==> config.mk <==
export PLATFORM = sky130hd
export DESIGN_NAME = bgtmv_lane
export DESIGN_NICKNAME = d
export VERILOG_FILES = /design/src/bed_genotype_transposed_matvec_unit_assert.svh /design/src/bgtmv_pkg.sv /design/src/bgtmv_lane.sv
export SDC_FILE = /design/constraint.sdc
export NUM_CORES = 1
export LEC_CHECK = 0
export BUFFER_PORTS_ARGS = -buffer_cell sky130_fd_sc_hd__buf_2
export CAP_MARGIN = 20
export CORE_UTILIZATION = 40
export DETAILED_ROUTE_END_ITERATION = 10
export PLACE_DENSITY = 0.67
export SYNTH_ARGS = -nofsm -noshare
export SYNTH_HDL_FRONTEND = slang
export SYNTH_SLANG_ARGS = --single-unit
==> constraint.sdc <==
create_clock -name aclk -period 9.65 [get_ports aclk]
set_input_delay 0.965 -clock aclk [delete_from_list [all_inputs] [get_ports aclk]]
set_output_delay 0.965 -clock aclk [all_outputs]
set_load 0.02 [all_outputs]
==> src/bed_genotype_transposed_matvec_unit_assert.svh <==
// Assertion macros for the genotype projection unit.
// Included by modules that carry concurrent checks; no other dependencies.
`ifndef BED_GENOTYPE_TRANSPOSED_MATVEC_UNIT_ASSERT_SVH
`define BED_GENOTYPE_TRANSPOSED_MATVEC_UNIT_ASSERT_SVH

// implication checked at every edge outside reset
`define BGT_ASSERT_IMP(lbl, clk, rstn, ante, cons) \
    lbl: assert property (@(posedge clk) disable iff (!rstn) (ante) |-> (cons)) \
        else $error("assertion failed");

// next-cycle implication
`define BGT_ASSERT_NXT(lbl, clk, rstn, ante, cons) \
    lbl: assert property (@(posedge clk) disable iff (!rstn) (ante) |=> (cons)) \
        else $error("assertion failed");

`endif

==> src/bgtmv_pkg.sv <==
// Shared types and constants for the genotype projection unit.
// No dependencies.
package bgtmv_pkg;
    localparam int LANES = 4;
    localparam int MAX_SAMPLES = 4096;
    localparam int SUM_WIDTH   = 48;
    localparam logic OP_WEIGHT = 1'b0;
    localparam logic OP_GENO   = 1'b1;
    localparam logic [1:0] CODE_HOM2 = 2'd0;
    localparam logic [1:0] CODE_MISS = 2'd1;
    localparam logic [1:0] CODE_HET  = 2'd2;
    localparam logic [1:0] CODE_HOM0 = 2'd3;
    localparam int TERM_W = 35; // 19-bit (g-2m) times 16-bit weight
endpackage

==> src/bgtmv_lane.sv <==
// One genotype lane: decodes a 2-bit code and forms (g - 2m) * weight.
// Depends on bgtmv_pkg.
module bgtmv_lane import bgtmv_pkg::*; (
    input  logic                     aclk,
    input  logic [1:0]               code,
    input  logic                     active,
    input  logic [15:0]              mean_freq,
    input  logic signed [15:0]       weight,
    output logic signed [TERM_W-1:0] term_reg
);
    logic signed [18:0] dev;
    logic [17:0] g16;
    always_comb begin
        case (code)
            CODE_HOM2: g16 = 18'h20000;
            CODE_HET:  g16 = 18'h10000;
            default:   g16 = '0;
        endcase
        dev = $signed({1'b0, g16}) - $signed({2'b00, mean_freq, 1'b0});
    end
    always_ff @(posedge aclk) begin
        if (active && code != CODE_MISS) term_reg <= TERM_W'(dev * weight);
        else term_reg <= '0;
    end
endmodule

==> out/metrics.cfg, run 1 <==
[run_status]
status=complete, no violations

[synthesis]
synth_edf_count=0
ys_types=54
synth-async-reset-ratio_pct=0
syn_area_per_cell_um2=8.96
syn_area_um2=12100
syn_nets=1755
synth_area_leaders=fa_1 (47%), inv_1 (11%), ha_1 (9.0%)
syn_inst=1346
synth_top_area_share_pct=47.5
ys_seq_area_share_pct=5.64
synth_flop_cell=dfxtp_1
ys_warn_count=0
ys_top_cells_by_count=inv_1 (343), fa_1 (286), nand2_1 (162)
yosys.area.top_type=fa_1
yosys_register_bits=34
synth_most_common_cell=inv_1

[min_path]
hp-start=mean_freq[0]
min_delay_worst_endpoint=term_reg[1]
hold-path-cell-count=2
min_path_type=in2reg

[critical_path]
path_class=in2reg
path_max_fanout=9
cp.arrival_ps=8470
worstSetupStartpointType=input pin
crit_required_ps=9810
worstSetupEndpointType=flop

[clocking]
ctsResizeCount=0
root_buffer=clkbuf_16
cts_tree=built
clock_sinks=34
ctsHoldBuffers=0
clk_path_buf_depth=2
cts_setup_buffers=0
clk_pin_slew_ps=60
cts_buffers=5
cts.htree.levels=2

[finish]
largest_reg_flops=34
syn2layout_area_growth_pct=7.74
antenna_cells=0
drive_above_1_share_pct=7.41
multi_input_area_um2=9950
regArea_um2=681
fillers=2980
nNetsFinal=1798

[placement]
dp.final_hpwl_um=23200
place.gp.congestion=0.849
io_buffer_count=69

[grt]
grt_pass1_vias=9843
grt_pass1_wl_um=47500
track_usage_pct=19.5
grt_max_degree=28
antenna_found_initial=0
grt_overflow=0

[timing]
fmax_mhz=120
finalHoldViolations=0
setup_viol=0
tightest_slew_ps=1000
fin_crit_ps=8300
rsz0062_at_grt=false
fin_setup_tns_ps=0
drv_slew=0
post-route-period-util_pct=86.1
max_slew_margin_pct=32.8

[route]
drc=0
drt_first_pass_iters=5
wirelength_um=27200
wire_per_inst_um=15.3
viasPerCell=4.92
drtAntennaViolNets=0
drtIter0Drc=456
vias=8753

[flow_run]
maxCapViolCount=0

[floorplanning]
core_area_um2=29600
io_pins=71
rows=63
start_util_pct=40.7
die-area_um2=30900
die_y_um=176
die_w_um=176

worst max-delay path, cell delays in order:
cell	delay (ps)
buf_2	130
or3_1	390
nor3_1	320
nand2b_1	180
nor3_1	200
buf_4	190
nand2_1	70
xor2_1	540
buf_4	290
nand2_1	90
fa_1	550
inv_1	50
fa_1	480
fa_1	590
fa_1	470
fa_1	500
inv_1	50
fa_1	470
inv_1	40
ha_1	360
inv_1	90
a211oi_1	230
o31ai_1	110
a31o_2	240
a21oi_1	420
a31oi_1	190
xor2_1	180
nor2_1	60
worst max-delay path by stage:
stage,end,startpoint,depth (start not counted)
3_5_place_dp,term_reg[34],mean_freq[0],27
4_1_cts,term_reg[32],mean_freq[0],27
6_report,term_reg[31],mean_freq[3],28
2_1_floorplan,term_reg[29],mean_freq[0],30
5_1_grt,term_reg[29],mean_freq[3],27
3_3_place_gp,term_reg[34],mean_freq[3],28
routing by layer:
| metal | wire, µm | GRT usage (%) | up-vias |
|---|---|---|---|
| li1 | - | - | 3988 |
| met2 | 14800 | 37.0 | 181 |
| met3 | 1070 | 1.97 | 42 |
| met4 | 729 | 5.29 | 0 |
| met5 | 0 | 0 | - |
| met1 | 10600 | 23.2 | 4542 |
cell families (layout without fill, tap and decap cells):
logic type | count (synthesis) | in the layout | share of synthesized area [%]
other | 1 | 1 | 0.0311
buffers and inverters | 389 | 433 | 12.2
xor gates and xnor gates | 66 | 66 | 4.85
DFF | 34 | 34 | 5.64
muxes | 2 | 2 | 0.166
adders and majority gates | 373 | 373 | 56.5
and+or+nand+nor | 399 | 399 | 16.2
AOI/OAI and AO/OA | 82 | 82 | 4.37
cell usage in the layout, fill, tap and decap left out, drive strengths merged, types with 8 or more instances in the layout:
| master | instances |
|---|---|
| fa | 286 |
| nor3 | 11 |
| ha | 87 |
| and2 | 136 |
| xor2 | 22 |
| nand2 | 162 |
| o21ai | 14 |
| nor2 | 61 |
| dfxtp | 34 |
| xnor2 | 44 |
| inv | 343 |
| a21oi | 23 |
| a21o | 8 |
| buf | 82 |
cell type report:
cell class / instances / area share (%)
clock buffer: 6 / 1.07
clock inverter: 2 / 0.0963
tap: 390 / 3.75
sequential: 34 / 5.24
timing repair buffer: 82 / 3.41
inverter: 343 / 9.90
multi-input combinational: 923 / 76.5
stage by stage:
| stage | hold WS, ps | instances | setup WS [ps] | util [%] | cell area (µm²) |
|---|---|---|---|---|---|
| global placement | 1380 | 1772 | 1290 | 43.3 | 12800 |
| global route | 1160 | 1780 | 842 | 43.9 | 13000 |
| floorplan | 1110 | 1346 | 1780 | - | 12100 |
| CTS | 1160 | 1780 | 1410 | 43.9 | 13000 |
| finish | 1170 | 1780 | 1350 | 43.9 | 13000 |
| detailed placement | 1380 | 1772 | 1140 | 43.3 | 12800 |
Power of run 1 is not shown: default switching activity piles up to over one toggle a cycle in this logic, so the estimate is an artifact.
==> run 2, diff against run 1 <==
- BUFFER_PORTS_ARGS: -buffer_cell sky130_fd_sc_hd__buf_2 -> -buffer_cell sky130_fd_sc_hd__buf_4
- CTS_CLUSTER_DIAMETER: unset -> 30
==> run 2 against run 1 <==
Compared with the run above:
- critical path depth is 1 lower
- global-route usage grew 0.32 points
- sequential share of layout area down 0.075 points
- wire length grew 2.2%
- highest routed layer unchanged
==> out/metrics.cfg, run 2 (synthesis results as in run 1) <==
[run_status]
status=complete, no violations  ; unchanged

[route]
wire_per_inst_um=15.6  ; was 15.3 µm
wirelength_um=27800  ; was 27200 µm
drt_first_pass_iters=5  ; unchanged
drtAntennaViolNets=0  ; unchanged
vias=8805  ; was 8753
drtIter0Drc=354  ; was 456
viasPerCell=4.95  ; was 4.92
drc=0  ; unchanged

[finish]
antenna_cells=0  ; unchanged
nNetsFinal=1796  ; was 1798
syn2layout_area_growth_pct=9.29  ; was 7.74%
drive_above_1_share_pct=7.49  ; was 7.41%
fillers=2970  ; was 2980
largest_reg_flops=34  ; unchanged
layout_common_cells=inv_1 (343), fa_1 (286), nand2_1 (162), and2_1 (135), ha_1 (87)  ; unchanged
multi_input_area_um2=9970  ; was 9950 µm²
regArea_um2=681  ; unchanged
layout.cells.most_common=inv_1  ; unchanged

[timing]
fmax_mhz=120  ; about the same
max_slew_margin_pct=31.6  ; was 32.8%
setup_viol=0  ; unchanged
rsz0062_at_grt=false  ; unchanged
fin_crit_ps=8330  ; was 8300 ps
fin_setup_tns_ps=0  ; unchanged
post-route-period-util_pct=86.3  ; was 86.1%
finalHoldViolations=0  ; unchanged
tightest_slew_ps=1020  ; was 1000 ps
drv_slew=0  ; unchanged

[clocking]
clk_path_buf_depth=2  ; unchanged
ctsHoldBuffers=0  ; unchanged
root_buffer=clkbuf_16  ; unchanged
cts.htree.levels=2  ; unchanged
cts_tree=built  ; unchanged
cts_buffers=5  ; unchanged
clock_sinks=34  ; unchanged
clk_pin_slew_ps=60  ; about the same
cts_setup_buffers=0  ; unchanged
ctsResizeCount=0  ; unchanged

[floorplanning]
core_area_um2=29600  ; unchanged
die_w_um=176  ; unchanged
rows=63  ; unchanged
die_y_um=176  ; unchanged
io_pins=71  ; unchanged
start_util_pct=40.7  ; unchanged
die-area_um2=30900  ; unchanged

[placement]
io_buffer_count=69  ; unchanged
dp.final_hpwl_um=23600  ; was 23200 µm
place.gp.congestion=0.856  ; was 0.849

[grt]
grt_pass1_vias=9889  ; was 9843
track_usage_pct=19.8  ; was 19.5%
top_usage_layer=met2  ; unchanged
antenna_found_initial=0  ; unchanged
use_met3_pct=2.60  ; was 1.97%
grt_pass1_wl_um=48300  ; was 47500 µm
grt_max_degree=20  ; was 28
grt_use_met1_pct=23.2  ; about the same
grt_overflow=0  ; unchanged
grt_use_met2_pct=37.5  ; was 37.0%

[critical_path]
path_class=in2reg  ; unchanged
cp.arrival_ps=8540  ; was 8470 ps
worstSetupStartpointType=input pin  ; unchanged
crit_required_ps=9860  ; was 9810 ps
path_max_fanout=18  ; was 9
worstSetupEndpointType=flop  ; unchanged

[flow_run]
maxCapViolCount=0  ; unchanged

[min_path]
min_path_type=in2reg  ; unchanged

run 2: cell count changes in the layout (fill, tap and decap cells not counted):
cell	delta
buf_2	-69
xnor2_2	+3
xnor2_1	-3
buf_8	+1
buf_4	+66
run 2: cell type report:
cell class / count / area share, %
timing repair buffer: 80 / 4.61
sequential: 34 / 5.16
multi-input combinational: 923 / 75.6
clock buffer: 6 / 1.05
tap: 390 / 3.70
inverter: 343 / 9.76
clock inverter: 2 / 0.0949
run 2: worst max-delay path: stages:
cell and delay [ps]:
buf_4 180, inv_1 110, ha_1 240, or3b_4 430, or3_4 430, nor2_1 120
nor2_1 50, xor2_1 490, nand2_1 170, fa_1 540, fa_1 460, fa_1 540
inv_1 50, fa_1 490, fa_1 490, inv_1 50, fa_1 470, inv_1 40
ha_1 370, and4_1 260, o2111ai_1 100, a2bb2oi_1 280, a21oi_1 160, o211ai_1 290
a32oi_1 250, a31oi_1 280, mux2i_1 210
run 2: metal layers:
metal  wire (µm)  part of all wire, %  vias up
li1            -                    -     3989
met1       10900                   39     4562
met2       15100                   54      212
met3        1010                  3.6       42
met4         867                  3.1        0
met5           0                    0        -
run 2: metrics by stage:
| stage | util (%) | std cells | setup slack, ps | instance area [µm²] | hold WS (ps) |
|---|---|---|---|---|---|
| after floorplan | - | 1346 | 1780 | 12100 | 1110 |
| after global placement | 43.9 | 1769 | 1340 | 13000 | 1380 |
| after detailed placement | 44.0 | 1770 | 1100 | 13000 | 1370 |
| after CTS | 44.5 | 1778 | 1350 | 13200 | 1090 |
| after global routing | 44.5 | 1778 | 947 | 13200 | 1090 |
| final | 44.5 | 1778 | 1320 | 13200 | 1100 |
run 2: path summary, 6_finish.rpt:
kind	to	from	depth (start not counted)	slack, ps
worst max-delay path	term_reg[32]	mean_freq[0]	27	1320
worst min-delay path	term_reg[1]	mean_freq[0]	2	1100
Power of run 2 is left out for the same reason.
==> run 3, diff against run 2 <==
- CORE_MARGIN: unset -> 2
==> run 3 against run 2 <==
Compared with the run above:
- worst hold slack lost 7.7 ps
- utilization is the same
- global-route usage shrank 0.38 points
- sequential cell count is the same
- final area is the same
- via count shrank 0.10%
- critical path type unchanged
- critical endpoint is now term_reg[34]
==> out/metrics.cfg, run 3 (synthesis results as in run 1) <==
[route]
wire_per_inst_um=15.6  ; about the same
vias=8796  ; was 8805
wirelength_um=27700  ; was 27800 µm
drtAntennaViolNets=0  ; unchanged
drt_first_pass_iters=6  ; was 5
viasPerCell=4.95  ; about the same
drtIter0Drc=427  ; was 354
drc=0  ; unchanged

[timing]
drv_slew=0  ; unchanged
post-route-period-util_pct=84.9  ; was 86.3%
fin_crit_ps=8200  ; was 8330 ps
layout_setup_ws_ps=1450  ; was 1320 ps
max_slew_margin_pct=32.8  ; was 31.6%
finalHoldViolations=0  ; unchanged
fmax_mhz=122  ; was 120 MHz
rsz0062_at_grt=false  ; unchanged
tightest_slew_ps=1000  ; was 1020 ps
setup_viol=0  ; unchanged
fin_setup_tns_ps=0  ; unchanged

[critical_path]
crit_required_ps=9860  ; about the same
worstSetupStartpointType=input pin  ; unchanged
worstSetupEndpointType=flop  ; unchanged
path_class=in2reg  ; unchanged
path_max_fanout=9  ; was 18
cp.arrival_ps=8410  ; was 8540 ps

[finish]
largest_reg_flops=34  ; unchanged
layout_common_cells=inv_1 (343), fa_1 (286), nand2_1 (162), and2_1 (135), ha_1 (87)  ; unchanged
final_core_util_pct=44.5  ; unchanged
antenna_cells=0  ; unchanged
nNetsFinal=1796  ; unchanged
drive_above_1_share_pct=7.49  ; unchanged
layout.cells.most_common=inv_1  ; unchanged
finalInstanceArea_um2=13200  ; unchanged
syn2layout_area_growth_pct=9.29  ; unchanged

[grt]
grt_max_degree=20  ; unchanged
top_usage_layer=met2  ; unchanged
use_met3_pct=2.21  ; was 2.60%
grt_overflow=0  ; unchanged
grt_pass1_wl_um=48200  ; was 48300 µm
track_usage_pct=19.5  ; was 19.8%
antenna_found_initial=0  ; unchanged
grt_pass1_vias=9887  ; was 9889
grt_use_met2_pct=36.8  ; was 37.5%
grt_use_met1_pct=23.2  ; about the same

[clocking]
ctsHoldBuffers=0  ; unchanged
clk_path_buf_depth=2  ; unchanged
cts_setup_buffers=0  ; unchanged
clock_sinks=34  ; unchanged
cts_buffers=5  ; unchanged
ctsResizeCount=0  ; unchanged
clk_pin_slew_ps=50  ; was 60 ps
root_buffer=clkbuf_16  ; unchanged
cts.htree.levels=2  ; unchanged
cts_tree=built  ; unchanged

[placement]
io_buffer_count=69  ; unchanged
dp_slack_ps=1210  ; was 1100 ps
dp.final_hpwl_um=23400  ; was 23600 µm
place_area_um2=13000  ; unchanged
place.gp.congestion=0.881  ; was 0.856

[min_path]
min_delay_worst_endpoint=term_reg[27]  ; was term_reg[1]
hp-start=active  ; was mean_freq[0]
hold-path-cell-count=3  ; was 2
min_path_type=in2reg  ; unchanged

[floorplanning]
start_util_pct=40.7  ; unchanged
die_y_um=178  ; was 176 µm
core_area_um2=29600  ; unchanged
io_pins=71  ; unchanged
die_w_um=178  ; was 176 µm
rows=63  ; unchanged
die-area_um2=31600  ; was 30900 µm²

[flow_run]
maxCapViolCount=0  ; unchanged

[run_status]
status=complete, no violations  ; unchanged

## run 3: cell counts in the layout (fill, tap and decap cells not counted)
No cell type changed its count.
## run 3: worst max path at each step
stage / startpoint / end / slack, ps / cells after the start
finish: mean_freq[3] / term_reg[34] / 1450 / 27
CTS: mean_freq[3] / term_reg[33] / 1470 / 26
global placement: mean_freq[3] / term_reg[34] / 1350 / 27
detailed placement: mean_freq[3] / term_reg[33] / 1210 / 26
global route: mean_freq[3] / term_reg[33] / 920 / 26
floorplan: mean_freq[0] / term_reg[29] / 1780 / 30
## run 3: worst max-delay path: stages
cell and delay, ps:
buf_4 130, or3_1 380, nor3_1 330, nand2b_1 150
nor3_1 240, buf_4 190, xnor2_1 330, buf_4 310
nand2_1 100, fa_1 540, inv_1 50, fa_1 480
fa_1 600, fa_1 440, fa_1 480, inv_1 50
fa_1 470, inv_1 40, ha_1 360, and4_1 260
o2111ai_1 100, a2bb2oi_1 290, a21oi_1 170, o211ai_1 260
a32oi_1 230, a31oi_1 260, mux2i_1 200
## run 3: routing by layer
metal / wire length [µm] / share of wire [%] / vias to the layer above
met4: 826 / 3.0 / 0
li1: - / - / 3983
met3: 1200 / 4.3 / 48
met5: 0 / 0 / -
met2: 14900 / 54 / 223
met1: 10800 / 39 / 4542
## run 3: metrics by stage
stage               hold WS [ps]  cells
global placement            1380   1769
floorplan                   1110   1346
detailed placement          1380   1770
CTS                         1090   1778
global route                1100   1778
finish                      1090   1778
## run 3: final cells by class
class                           instances  area, µm²
Inverter                              343       1290
Sequential cell                        34        681
Tap cell                              390        488
Clock buffer                            6        139
Clock inverter                          2       12.5
Fill cell                            2973      16500
Multi-Input combinational cell        923       9970
Timing Repair Buffer                   80        608
Power of run 3 is left out for the same reason.
