File: src/bed_genotype_transposed_matvec_unit_assert.svh
// Assertion macros for the genotype projection unit.
// Included by modules that carry concurrent checks; no other dependencies.
`ifndef BED_GENOTYPE_TRANSPOSED_MATVEC_UNIT_ASSERT_SVH
`define BED_GENOTYPE_TRANSPOSED_MATVEC_UNIT_ASSERT_SVH

// implication checked at every edge outside reset
`define BGT_ASSERT_IMP(lbl, clk, rstn, ante, cons) \
    lbl: assert property (@(posedge clk) disable iff (!rstn) (ante) |-> (cons)) \
        else $error("assertion failed");

// next-cycle implication
`define BGT_ASSERT_NXT(lbl, clk, rstn, ante, cons) \
    lbl: assert property (@(posedge clk) disable iff (!rstn) (ante) |=> (cons)) \
        else $error("assertion failed");

`endif

File: src/bgtmv_pkg.sv
// Shared types and constants for the genotype projection unit.
// No dependencies.
package bgtmv_pkg;
    localparam int LANES = 4;
    localparam int MAX_SAMPLES = 4096;
    localparam int SUM_WIDTH   = 48;
    localparam logic OP_WEIGHT = 1'b0;
    localparam logic OP_GENO   = 1'b1;
    localparam logic [1:0] CODE_HOM2 = 2'd0;
    localparam logic [1:0] CODE_MISS = 2'd1;
    localparam logic [1:0] CODE_HET  = 2'd2;
    localparam logic [1:0] CODE_HOM0 = 2'd3;
    localparam int TERM_W = 35; // 19-bit (g-2m) times 16-bit weight
endpackage

File: src/bgtmv_divider.sv
// Restoring divider, one quotient bit per cycle, with 32-bit clamp.
// Depends on bgtmv_pkg.
module bgtmv_divider import bgtmv_pkg::*; (
    input  logic                        aclk,
    input  logic                        aresetn,
    input  logic                        start,
    input  logic signed [SUM_WIDTH-1:0] dividend,
    input  logic [15:0]                 divisor,
    output logic                        busy,
    output logic                        done,
    output logic signed [31:0]          quotient,
    output logic                        sat
);
    localparam int CW = $clog2(SUM_WIDTH + 1);
    typedef enum logic [1:0] {IDLE, RUN, FIN} state_t;
    state_t state_reg;
    logic [SUM_WIDTH-1:0] q_reg;
    logic [16:0] r_reg;
    logic [CW-1:0] cnt_reg;
    logic neg_reg, zero_reg;
    logic [15:0] d_reg;
    logic [16:0] r_shift;
    logic [17:0] diff;
    logic [SUM_WIDTH:0] qs;
    logic [SUM_WIDTH-1:0] mag;
    logic signed [SUM_WIDTH:0] max_p;
    always_comb begin
        r_shift = {r_reg[15:0], q_reg[SUM_WIDTH-1]};
        diff = {1'b0, r_shift} - {2'b00, d_reg};
        mag = dividend[SUM_WIDTH-1] ? SUM_WIDTH'(-dividend) : dividend;
        qs = neg_reg ? -{1'b0, q_reg} : {1'b0, q_reg};
        max_p = (SUM_WIDTH+1)'(32'h7fffffff);
    end
    assign busy = state_reg != IDLE;
    always_ff @(posedge aclk) begin
        if (!aresetn) begin
            state_reg <= IDLE;
            done <= 1'b0;
        end else begin
            done <= 1'b0;
            case (state_reg)
                IDLE: if (start) begin
                    q_reg <= mag;
                    r_reg <= '0;
                    d_reg <= divisor;
                    neg_reg <= dividend[SUM_WIDTH-1];
                    zero_reg <= dividend == '0;
                    cnt_reg <= CW'(SUM_WIDTH);
                    state_reg <= RUN;
                end
                RUN: begin
                    if (!diff[17]) begin
                        r_reg <= diff[16:0];
                        q_reg <= {q_reg[SUM_WIDTH-2:0], 1'b1};
                    end else begin
                        r_reg <= r_shift;
                        q_reg <= {q_reg[SUM_WIDTH-2:0], 1'b0};
                    end
                    cnt_reg <= cnt_reg - 1'b1;
                    if (cnt_reg == CW'(1)) state_reg <= FIN;
                end
                FIN: begin
                    if (d_reg == '0) begin
                        quotient <= zero_reg ? 32'sd0 : neg_reg ? 32'sh80000000 : 32'sh7fffffff;
                        sat <= !zero_reg;
                    end else if ($signed(qs) > max_p) begin
                        quotient <= 32'sh7fffffff; sat <= 1'b1;
                    end else if ($signed(qs) < -max_p - 1) begin
                        quotient <= 32'sh80000000; sat <= 1'b1;
                    end else begin
                        quotient <= qs[31:0]; sat <= 1'b0;
                    end
                    done <= 1'b1;
                    state_reg <= IDLE;
                end
                default: state_reg <= IDLE;
            endcase
        end
    end
endmodule
File: config.mk
export PLATFORM = sky130hd
export DESIGN_NAME = bgtmv_divider
export DESIGN_NICKNAME = d
export VERILOG_FILES = /design/src/bed_genotype_transposed_matvec_unit_assert.svh /design/src/bgtmv_pkg.sv /design/src/bgtmv_divider.sv
export SDC_FILE = /design/constraint.sdc
export NUM_CORES = 1
export LEC_CHECK = 0
export ABC_AREA = 1
export BUFFER_PORTS_ARGS = -buffer_cell sky130_fd_sc_hd__buf_2
export CORE_MARGIN = 2
export CORE_UTILIZATION = 55
export CTS_BUF_LIST = sky130_fd_sc_hd__clkbuf_8
export CTS_CLUSTER_SIZE = 14
export DETAILED_ROUTE_END_ITERATION = 6
export GPL_TIMING_DRIVEN = 0
export HOLD_SLACK_MARGIN = 0.05
export PLACE_DENSITY = 0.88
export SETUP_SLACK_MARGIN = 0.1
export SLEW_MARGIN = 20
export SYNTH_ARGS = -nofsm -noshare
export SYNTH_HDL_FRONTEND = slang
export SYNTH_SLANG_ARGS = --single-unit
File: constraint.sdc
create_clock -name aclk -period 16 [get_ports aclk]
set_input_delay 1.6 -clock aclk [delete_from_list [all_inputs] [get_ports aclk]]
set_output_delay 1.6 -clock aclk [all_outputs]
set_load 0.02 [all_outputs]
==> results of run 1 <==
cell families after synthesis:
family                     after synthesis  share of synthesized area [%]
and+or+nand+nor                        701                           33.2
buffers and inverters                  151                           6.84
AOI/OAI and AO/OA                      142                           8.49
DFF                                    124                           41.3
xor gates and xnor gates                73                           7.14
adders and majority gates               21                           3.02
cell type report:
type / instances / area (sq um)
Buffer: 39 / 191
Inverter: 112 / 420
Fill cell: 1392 / 5680
Tap cell: 216 / 270
Clock buffer: 17 / 234
Timing Repair Buffer: 110 / 601
Clock inverter: 15 / 139
Multi-Input combinational cell: 937 / 4660
Sequential cell: 124 / 3690
path summary, 6_finish.rpt:
kind,endpoint,slack [ps]
worst max-delay path,q_reg[32],12260
worst min-delay path,state_reg[1],530
worst max register to register,r_reg[4],12890
worst min register to register,state_reg[1],530
worst register-to-register path, stage by stage (launching register included):
cell	delay (ps)
edfxtp_1	540
inv_1	240
ha_1	310
o21ai_1	260
nand2_1	80
nand2_1	60
nand2_1	60
nand2_1	110
nand2_1	60
nand2_1	120
nand3_1	80
nand2_1	90
nand2_1	70
nand3_1	150
clkbuf_1	370
o21ai_0	150
a21oi_1	200
metrics by stage:
stage / power (W) / utilization [%]
floorplan: 0.000502 / -
global placement: 0.000547 / 61.2
detailed placement: 0.000553 / 61.9
CTS: 0.000811 / 64.3
global route: 0.000848 / 64.3
finish: 0.000814 / 64.3
report_power, final:
part	internal, W	switching [W]	leakage [nW]
registers	0.000378	0.0000175	1.16
logic	0.0000549	0.0000992	3.22
clock network	0.000125	0.000139	0.187
routing by layer:
layer | GRT usage [%] | wire, um | up-vias
met5 | 0 | 0 | -
met3 | 5.09 | 2170 | 44
met2 | 41.3 | 10300 | 418
met4 | 9.66 | 562 | 0
li1 | - | - | 4236
met1 | 39.5 | 10600 | 3821
cell usage in the layout, fill, tap and decap left out, drive strengths merged:
cell type  count
nand2        398
nor2         168
buf          127
edfxtp       121
inv          119
o21ai         84
nand3         77
xor2          44
a21oi         43
clkbuf        39
xnor2         29
nand4         21
ha            20
nor3          18
nor4           9
or2            7
o31ai          4
clkinv         4
a31oi          3
clkinvlp       3
dfxtp          3
nand3b         2
o21a           2
o41ai          1
a21boi         1
o21bai         1
and3           1
o31a           1
o211ai         1
o32ai          1
fa             1
bufinv         1
==> impl_metrics.env, run 1 <==
export IMPL_leakage_nw=4.58
export IMPL_fin_ws_ps=12260
export IMPL_clock_root_buffer="clkbuf_8"
export IMPL_cap_violations=0
export IMPL_whs_path_depth=1
export IMPL_chipWidth_um=132
export IMPL_worstSetupPathType="in2reg"
export IMPL_grt_max_degree=27
export IMPL_grt_pass1_wl_mm=37.8
export IMPL_rsz0062_at_grt="no"
export IMPL_remaining_drc_errors=0
export IMPL_period_needed_ps=3740
export IMPL_slowest_delay_ps=190
export IMPL_synth_nets=1300
export IMPL_vias=8519
export IMPL_yosysMostFrequentCell="nand2_1"
export IMPL_hold_viol=0
export IMPL_yosys_warnings=0
export IMPL_synthTopCellsByArea="edfxtp_1, nand2_1, nor2_1"
export IMPL_hold_path_class="reg2reg"
export IMPL_synth_edf_count=121
export IMPL_arrival_ps=3940
export IMPL_critPathTopFamily="simple AND/OR/NAND/NOR gates"
export IMPL_r2r_cells=16
export IMPL_syn_area_sq_mm=0.00895
export IMPL_worstMarginPinSlew_ps=734
export IMPL_setup_viol_count_final=0
export IMPL_syn_inst=1212
export IMPL_r2r_start="q_reg[47]"
export IMPL_cts_max_level=4
export IMPL_max_clock_freq_ghz=0.267
export IMPL_cts_setup_buffers=0
export IMPL_antenna_found_initial=0
export IMPL_num_antenna_cells=0
export IMPL_largest_reg_flops=48
export IMPL_cp_required_ps=16200
export IMPL_ys_ff_latch=124
export IMPL_cts_tree="yes"
export IMPL_cp_buffers_inverters=4
export IMPL_port_buffers=101
export IMPL_fp_dieArea_sq_mm=0.0173
export IMPL_synth_common_cells="nand2_1, nor2_1, edfxtp_1"
export IMPL_finalNonFillerCells=1570
export IMPL_fp_row_count=46
export IMPL_clk_latency_ps=460
export IMPL_slew_viol_final=0
export IMPL_synth_top_area_share_pct=40.6
export IMPL_yosysTopAreaCell="edfxtp_1"
export IMPL_io_pins=102
export IMPL_cts_clk_slew_worst_paths_ps=90
export IMPL_cpMostUsedCell="nand2_1"
export IMPL_placed_area_sq_mm=0.00984
export IMPL_fin_crit_sh_pct=23.4
export IMPL_synth_flop_cell="edfxtp_1"
export IMPL_synth_async_reset_ratio_pct=0
export IMPL_cts_sinks=124
export IMPL_avgSynthCellArea_sq_um=7.38
export IMPL_wirelength_mm=23.6
export IMPL_ant_nets=0
export IMPL_holdWs_ps=529
export IMPL_crit_start="dividend[0]"
export IMPL_design_area_sq_mm=0.0102
export IMPL_place_inst=1538
export IMPL_cp_start_kind="primary input"
export IMPL_cts_repair_resized=0
export IMPL_dp_slack_ps=11860
export IMPL_die_h_um=132
export IMPL_final_setup_skew_ps=18.5
export IMPL_ir_worst_vdd_uv=57.3
export IMPL_critPathCaptureType="register"
export IMPL_worst_path_max_fanout=5
export IMPL_clock_path_buffers=2
export IMPL_via_per_inst=5.43
export IMPL_start_util_pct=56.3
export IMPL_wl_per_cell_um=15.0
export IMPL_pwr_density_cell_mw_per_mm2=79.7
export IMPL_ys_types=43
export IMPL_hpwlAfterDp_mm=19.0
export IMPL_drt_iter0_drc=791
export IMPL_core_area_sq_mm=0.0159
export IMPL_synth_seq_area_share_pct=41.3
export IMPL_tns_ps=0
export IMPL_slowest_stage="ha_1"
export IMPL_ctsHoldBuffers=0
export IMPL_grt_pass1_vias=7552
export IMPL_fin_nets=1429
export IMPL_syn_to_final_growth_pct=14.1
export IMPL_gr_usage_all_layers_pct=27.4
export IMPL_drive_above_1_share_pct=14.5
export IMPL_status="completed"
export IMPL_firstDrtPassIters=5
export IMPL_overflow=0
export IMPL_path_depth=18
export IMPL_maxSlewHeadroom_pct=50.9
export IMPL_crit_chain="buf_2 > inv_1 > ha_1 > nand3_1 > inv_1 > nand2_1 > nor2_1 > nand2_1 > nor3_2 > inv_1 > nor2_1 > nand2_1 > nor2_2 > nand3_1 > nand2_1 > nand2_1 > nand3_1 > o21ai_0"
export IMPL_gp_congestion=0.998
export IMPL_hp_start="state_reg[1]"
export IMPL_cts_buffers_inserted=17
No activity file was read; power rests on OpenSTA's default activity.
==> run 2: changes to the inputs <==
- clock period: 16 -> 3.5 ns (I/O delays scaled with it)
==> run 2 against run 1 <==
Design area up 1.6%. Non-clock buffer count up 11. Global-route usage up 1.3 points. Worst hold slack worse by 460 ps. Critical path depth down 3. Register-to-register slack worse by 13000 ps. Clock skew down 1.9 ps. Clock-buffer cell count unchanged. Combinational power rose to 4.7 times the previous value. Highest routed layer unchanged. Largest cell class unchanged. Sequential share of layout area down 0.57 points. Via count up 1.3%. Wire length up 3.6%.
==> impl_metrics.env, run 2 (synthesis gave the netlist of run 1 again) <==
export IMPL_cts_buffers_inserted=17
export IMPL_grt_max_degree=34
export IMPL_critPathTopFamily="simple AND/OR/NAND/NOR gates"
export IMPL_hold_viol=0
export IMPL_firstDrtPassIters=6
export IMPL_clock_root_buffer="clkbuf_8"
export IMPL_cp_required_ps=3680
export IMPL_port_buffers=101
export IMPL_critPathCaptureType="register"
export IMPL_syn_to_final_growth_pct=15.9
export IMPL_hold_path_class="in2reg"
export IMPL_worst_path_max_fanout=10
export IMPL_crit_chain="inv_1 > ha_1 > o21ai_1 > nand2_1 > nand2_1 > nand2_1 > nand2_1 > nand2_1 > nand2_1 > nand3_1 > nand2_1 > nand2_1 > nand3_1 > clkbuf_1 > a21oi_1"
export IMPL_cp_start_kind="register"
export IMPL_arrival_ps=3330
export IMPL_wirelength_mm=24.4
export IMPL_slowest_delay_ps=540
export IMPL_final_common_cell="nand2_1"
export IMPL_cts_setup_buffers=0
export IMPL_fin_crit_sh_pct=90.1
export IMPL_io_pins=102
export IMPL_overflow=0
export IMPL_maxSlewHeadroom_pct=48.0
export IMPL_cpMostUsedCell="nand2_1"
export IMPL_slowest_stage="edfxtp_1"
export IMPL_final_setup_skew_ps=16.7
export IMPL_start_util_pct=56.3
export IMPL_gp_congestion=0.962
export IMPL_cap_violations=0
export IMPL_fp_row_count=46
export IMPL_leakage_nw=4.63
export IMPL_max_clock_freq_ghz=0.317
export IMPL_setup_viol_count_final=0
export IMPL_core_area_sq_mm=0.0159
export IMPL_worstMarginPinSlew_ps=777
export IMPL_hpwlAfterDp_mm=19.2
export IMPL_worstSetupPathType="reg2reg"
export IMPL_rsz0062_at_grt="no"
export IMPL_ant_nets=0
export IMPL_via_per_inst=5.46
export IMPL_cts_sinks=124
export IMPL_grt_pass1_vias=7928
export IMPL_fin_nets=1440
export IMPL_largest_reg_flops=48
export IMPL_final_cell_mix="nand2_1, nor2_1, edfxtp_1, inv_1, buf_2"
export IMPL_wl_per_cell_um=15.5
export IMPL_die_h_um=132
export IMPL_fin_ws_ps=348
export IMPL_clk_latency_ps=460
export IMPL_tns_ps=0
export IMPL_chipWidth_um=132
export IMPL_gr_usage_all_layers_pct=28.6
export IMPL_pwr_density_cell_mw_per_mm2=363
export IMPL_status="completed"
export IMPL_dp_slack_ps=490
export IMPL_antenna_found_initial=0
export IMPL_remaining_drc_errors=0
export IMPL_clock_path_buffers=2
export IMPL_num_antenna_cells=0
export IMPL_cts_clk_slew_worst_paths_ps=80
export IMPL_final_util_pct=65.3
export IMPL_fp_dieArea_sq_mm=0.0173
export IMPL_cts_tree="yes"
export IMPL_cp_buffers_inverters=2
export IMPL_grt_pass1_wl_mm=39.5
export IMPL_vias=8633
export IMPL_ir_worst_vdd_uv=230
export IMPL_slew_viol_final=0
export IMPL_holdWs_ps=67.0
export IMPL_cts_max_level=4
export IMPL_drt_iter0_drc=981
export IMPL_fillCellCount=1373
export IMPL_period_needed_ps=3150
export IMPL_drive_above_1_share_pct=14.4
-- run 2: cell types whose count changed in the layout (fill, tap and decap cells not counted), sizes merged --
cell         delta
dlygate4sd3    +14
buf             -3
inv             +3
bufinv          -1
clkinv          -1
clkinvlp        -1
-- run 2: metal layers --
layer / GRT usage (%) / vias up / wire length, um
met3: 4.82 / 58 / 2320
met2: 45.0 / 457 / 10900
li1: - / 4260 / -
met5: 0 / - / 0
met4: 11.2 / 0 / 639
met1: 39.7 / 3858 / 10500
-- run 2: timing repair --
action,CTS,global route
hold buffers,14,0
endpoints found under the setup margin,0,1
endpoints found under the hold margin,14,0
resized for setup,0,2
-- run 2: layout make-up --
cell class	count	area [sq um]	area share (%)
multi-input cells	937	4670	45.0
flip-flops and latches	124	3690	35.6
repair buffers	121	749	7.23
inverters	112	420	4.05
well taps	216	270	2.61
clock buffers	17	234	2.26
plain buffers	39	193	1.86
clock inverters	15	146	1.41
-- run 2: worst register-to-register path: stages (launching register included) --
cell and delay [ps]:
edfxtp_1 540, inv_1 230, ha_1 300, o21ai_1 240
nand2_1 90, nand2_1 90, nand2_1 90, nand2_1 110
nand2_1 70, nand2_1 120, nand3_1 80, nand2_1 100
nand2_1 80, nand3_1 160, clkbuf_1 440, a21oi_1 150
-- run 2: final timing paths --
path	to	cells past startpoint	startpoint	slack (ps)
worst max register to register	r_reg[5]	15	q_reg[47]	350
worst min register to register	state_reg[1]	1	state_reg[1]	570
worst max-delay path	r_reg[5]	15	q_reg[47]	350
worst min-delay path	d_reg[13]	1	divisor[13]	70
-- run 2: power breakdown --
part	internal, W	switching [W]	total (W)
Clock	0.000528	0.000692	0.00122
Sequential	0.00173	0.0000834	0.00181
Combinational	0.000265	0.000463	0.000728
Total	0.00252	0.00124	0.00376
-- run 2: metrics by stage --
stage,cell area [sq um],power (W),instances
after floorplan,8960,0.00229,1212
after global placement,9740,0.00250,1529
after detailed placement,9850,0.00254,1535
after CTS,10400,0.00375,1581
after global routing,10400,0.00392,1581
final,10400,0.00376,1581
==> run 3: changes to the inputs <==
==> constraint.sdc (replaced) <==
create_clock -name aclk -period 3.5 [get_ports aclk]
set_input_delay 1.05 -clock aclk [delete_from_list [all_inputs] [get_ports aclk]]
set_output_delay 1.05 -clock aclk [all_outputs]
set_load 0.02 [all_outputs]
==> run 3 against run 2 <==
Core utilization shrank 0.89 points. Largest power group unchanged. Fmax shrank 1.6%. Combinational power shrank 2%. Largest cell class unchanged. Cell count shrank 0.89%. Critical path type is now in2reg. Register-to-register slack lost 20 ps. Sequential power is essentially flat.
==> impl_metrics.env, run 3 (synthesis gave the netlist of run 1 again) <==
export IMPL_wl_per_cell_um=15.4
export IMPL_cts_buffers_inserted=17
export IMPL_hold_path_class="reg2reg"
export IMPL_slew_viol_final=0
export IMPL_ir_worst_vdd_uv=230
export IMPL_num_antenna_cells=0
export IMPL_clock_root_buffer="clkbuf_8"
export IMPL_maxSlewHeadroom_pct=45.3
export IMPL_fp_dieArea_sq_mm=0.0173
export IMPL_arrival_ps=3400
export IMPL_vias=8539
export IMPL_grt_pass1_wl_mm=39.1
export IMPL_antenna_found_initial=0
export IMPL_dp_slack_ps=-74.3
export IMPL_largest_reg_flops=48
export IMPL_regArea_sq_mm=0.00369
export IMPL_firstDrtPassIters=6
export IMPL_ant_nets=0
export IMPL_multiInputGateArea_sq_mm=0.00467
export IMPL_start_util_pct=56.3
export IMPL_worst_path_max_fanout=5
export IMPL_drt_iter0_drc=947
export IMPL_cts_repair_resized=0
export IMPL_clk_latency_ps=460
export IMPL_period_needed_ps=3200
export IMPL_fp_row_count=46
export IMPL_setup_viol_count_final=0
export IMPL_io_pins=102
export IMPL_hold_viol=0
export IMPL_ctsHoldBuffers=0
export IMPL_cts_tree="yes"
export IMPL_port_buffers=101
export IMPL_core_area_sq_mm=0.0159
export IMPL_leakage_nw=4.57
export IMPL_chipWidth_um=132
export IMPL_cts_sinks=124
export IMPL_pwr_density_cell_mw_per_mm2=366
export IMPL_wirelength_mm=24.2
export IMPL_worstMarginPinSlew_ps=818
export IMPL_final_setup_skew_ps=16.3
export IMPL_fin_nets=1426
export IMPL_max_clock_freq_ghz=0.312
export IMPL_gr_usage_all_layers_pct=28.4
export IMPL_syn_to_final_growth_pct=14.3
export IMPL_clock_path_buffers=2
export IMPL_gp_congestion=0.962
export IMPL_overflow=0
export IMPL_die_h_um=132
export IMPL_grt_max_degree=34
export IMPL_status="completed"
export IMPL_cp_start_kind="primary input"
export IMPL_hpwlAfterDp_mm=19.2
export IMPL_cts_max_level=4
export IMPL_final_cell_mix="nand2_1, nor2_1, edfxtp_1, inv_1, buf_2"
export IMPL_grt_pass1_vias=7850
export IMPL_final_common_cell="nand2_1"
export IMPL_fillCellCount=1396
export IMPL_cp_required_ps=3700
export IMPL_cap_violations=0
export IMPL_cts_clk_slew_worst_paths_ps=90
export IMPL_cts_setup_buffers=0
export IMPL_critPathCaptureType="register"
export IMPL_worstSetupPathType="in2reg"
export IMPL_fin_ws_ps=295
export IMPL_remaining_drc_errors=0
export IMPL_holdWs_ps=572
export IMPL_rsz0062_at_grt="no"
export IMPL_drive_above_1_share_pct=14.4
export IMPL_via_per_inst=5.45
export IMPL_fin_crit_sh_pct=91.6
-- run 3: routing by layer --
| metal | track usage [%] | vias up | wire [um] |
|---|---|---|---|
| met3 | 5.05 | 49 | 2390 |
| met4 | 10.4 | 0 | 576 |
| met5 | 0 | - | 0 |
| met1 | 39.7 | 3800 | 10500 |
| met2 | 44.3 | 457 | 10700 |
| li1 | - | 4233 | - |
-- run 3: layout make-up --
type                            count  area share, %
Clock buffer                       17           2.29
Sequential cell                   124           36.1
Tap cell                          216           2.64
Multi-Input combinational cell    937           45.6
Inverter                          112           4.11
Clock inverter                     15           1.43
Buffer                             39           1.87
Timing Repair Buffer              107           5.96
-- run 3: power breakdown --
group	internal (W)	switching, W	total [W]
clock	0.000528	0.000692	0.00122
sequential	0.00173	0.0000823	0.00181
combinational	0.000254	0.000460	0.000715
-- run 3: path summary, 6_finish.rpt --
check / to / cells past startpoint / start / slack, ps
max: q_reg[32] / 18 / dividend[1] / 300
min: state_reg[1] / 1 / state_reg[1] / 570
max reg2reg: r_reg[1] / 16 / q_reg[47] / 330
min reg2reg: state_reg[1] / 1 / state_reg[1] / 570
-- run 3: metrics by stage --
step                std cells  setup TNS (ps)  utilization, %  power [W]  instance area, sq um
floorplan                1212               0               -    0.00229                  8960
global placement         1529          -34630            61.3    0.00250                  9740
detailed placement       1535            -198            62.0    0.00254                  9850
CTS                      1567               0            64.4    0.00374                 10200
global route             1567               0            64.4    0.00390                 10200
finish                   1567               0            64.4    0.00375                 10200
-- run 3: critical path: stages --
cell and delay, ps:
buf_2 110, inv_1 120, ha_1 190, nand3_1 180
inv_1 150, nand2_1 80, nor2_1 160, nand2_1 110
nor3_2 180, inv_1 90, nor2_1 150, nand2_1 170
nor2_2 190, nand3_1 110, nand2_1 70, nand2_1 60
nand3_1 120, o21ai_0 110
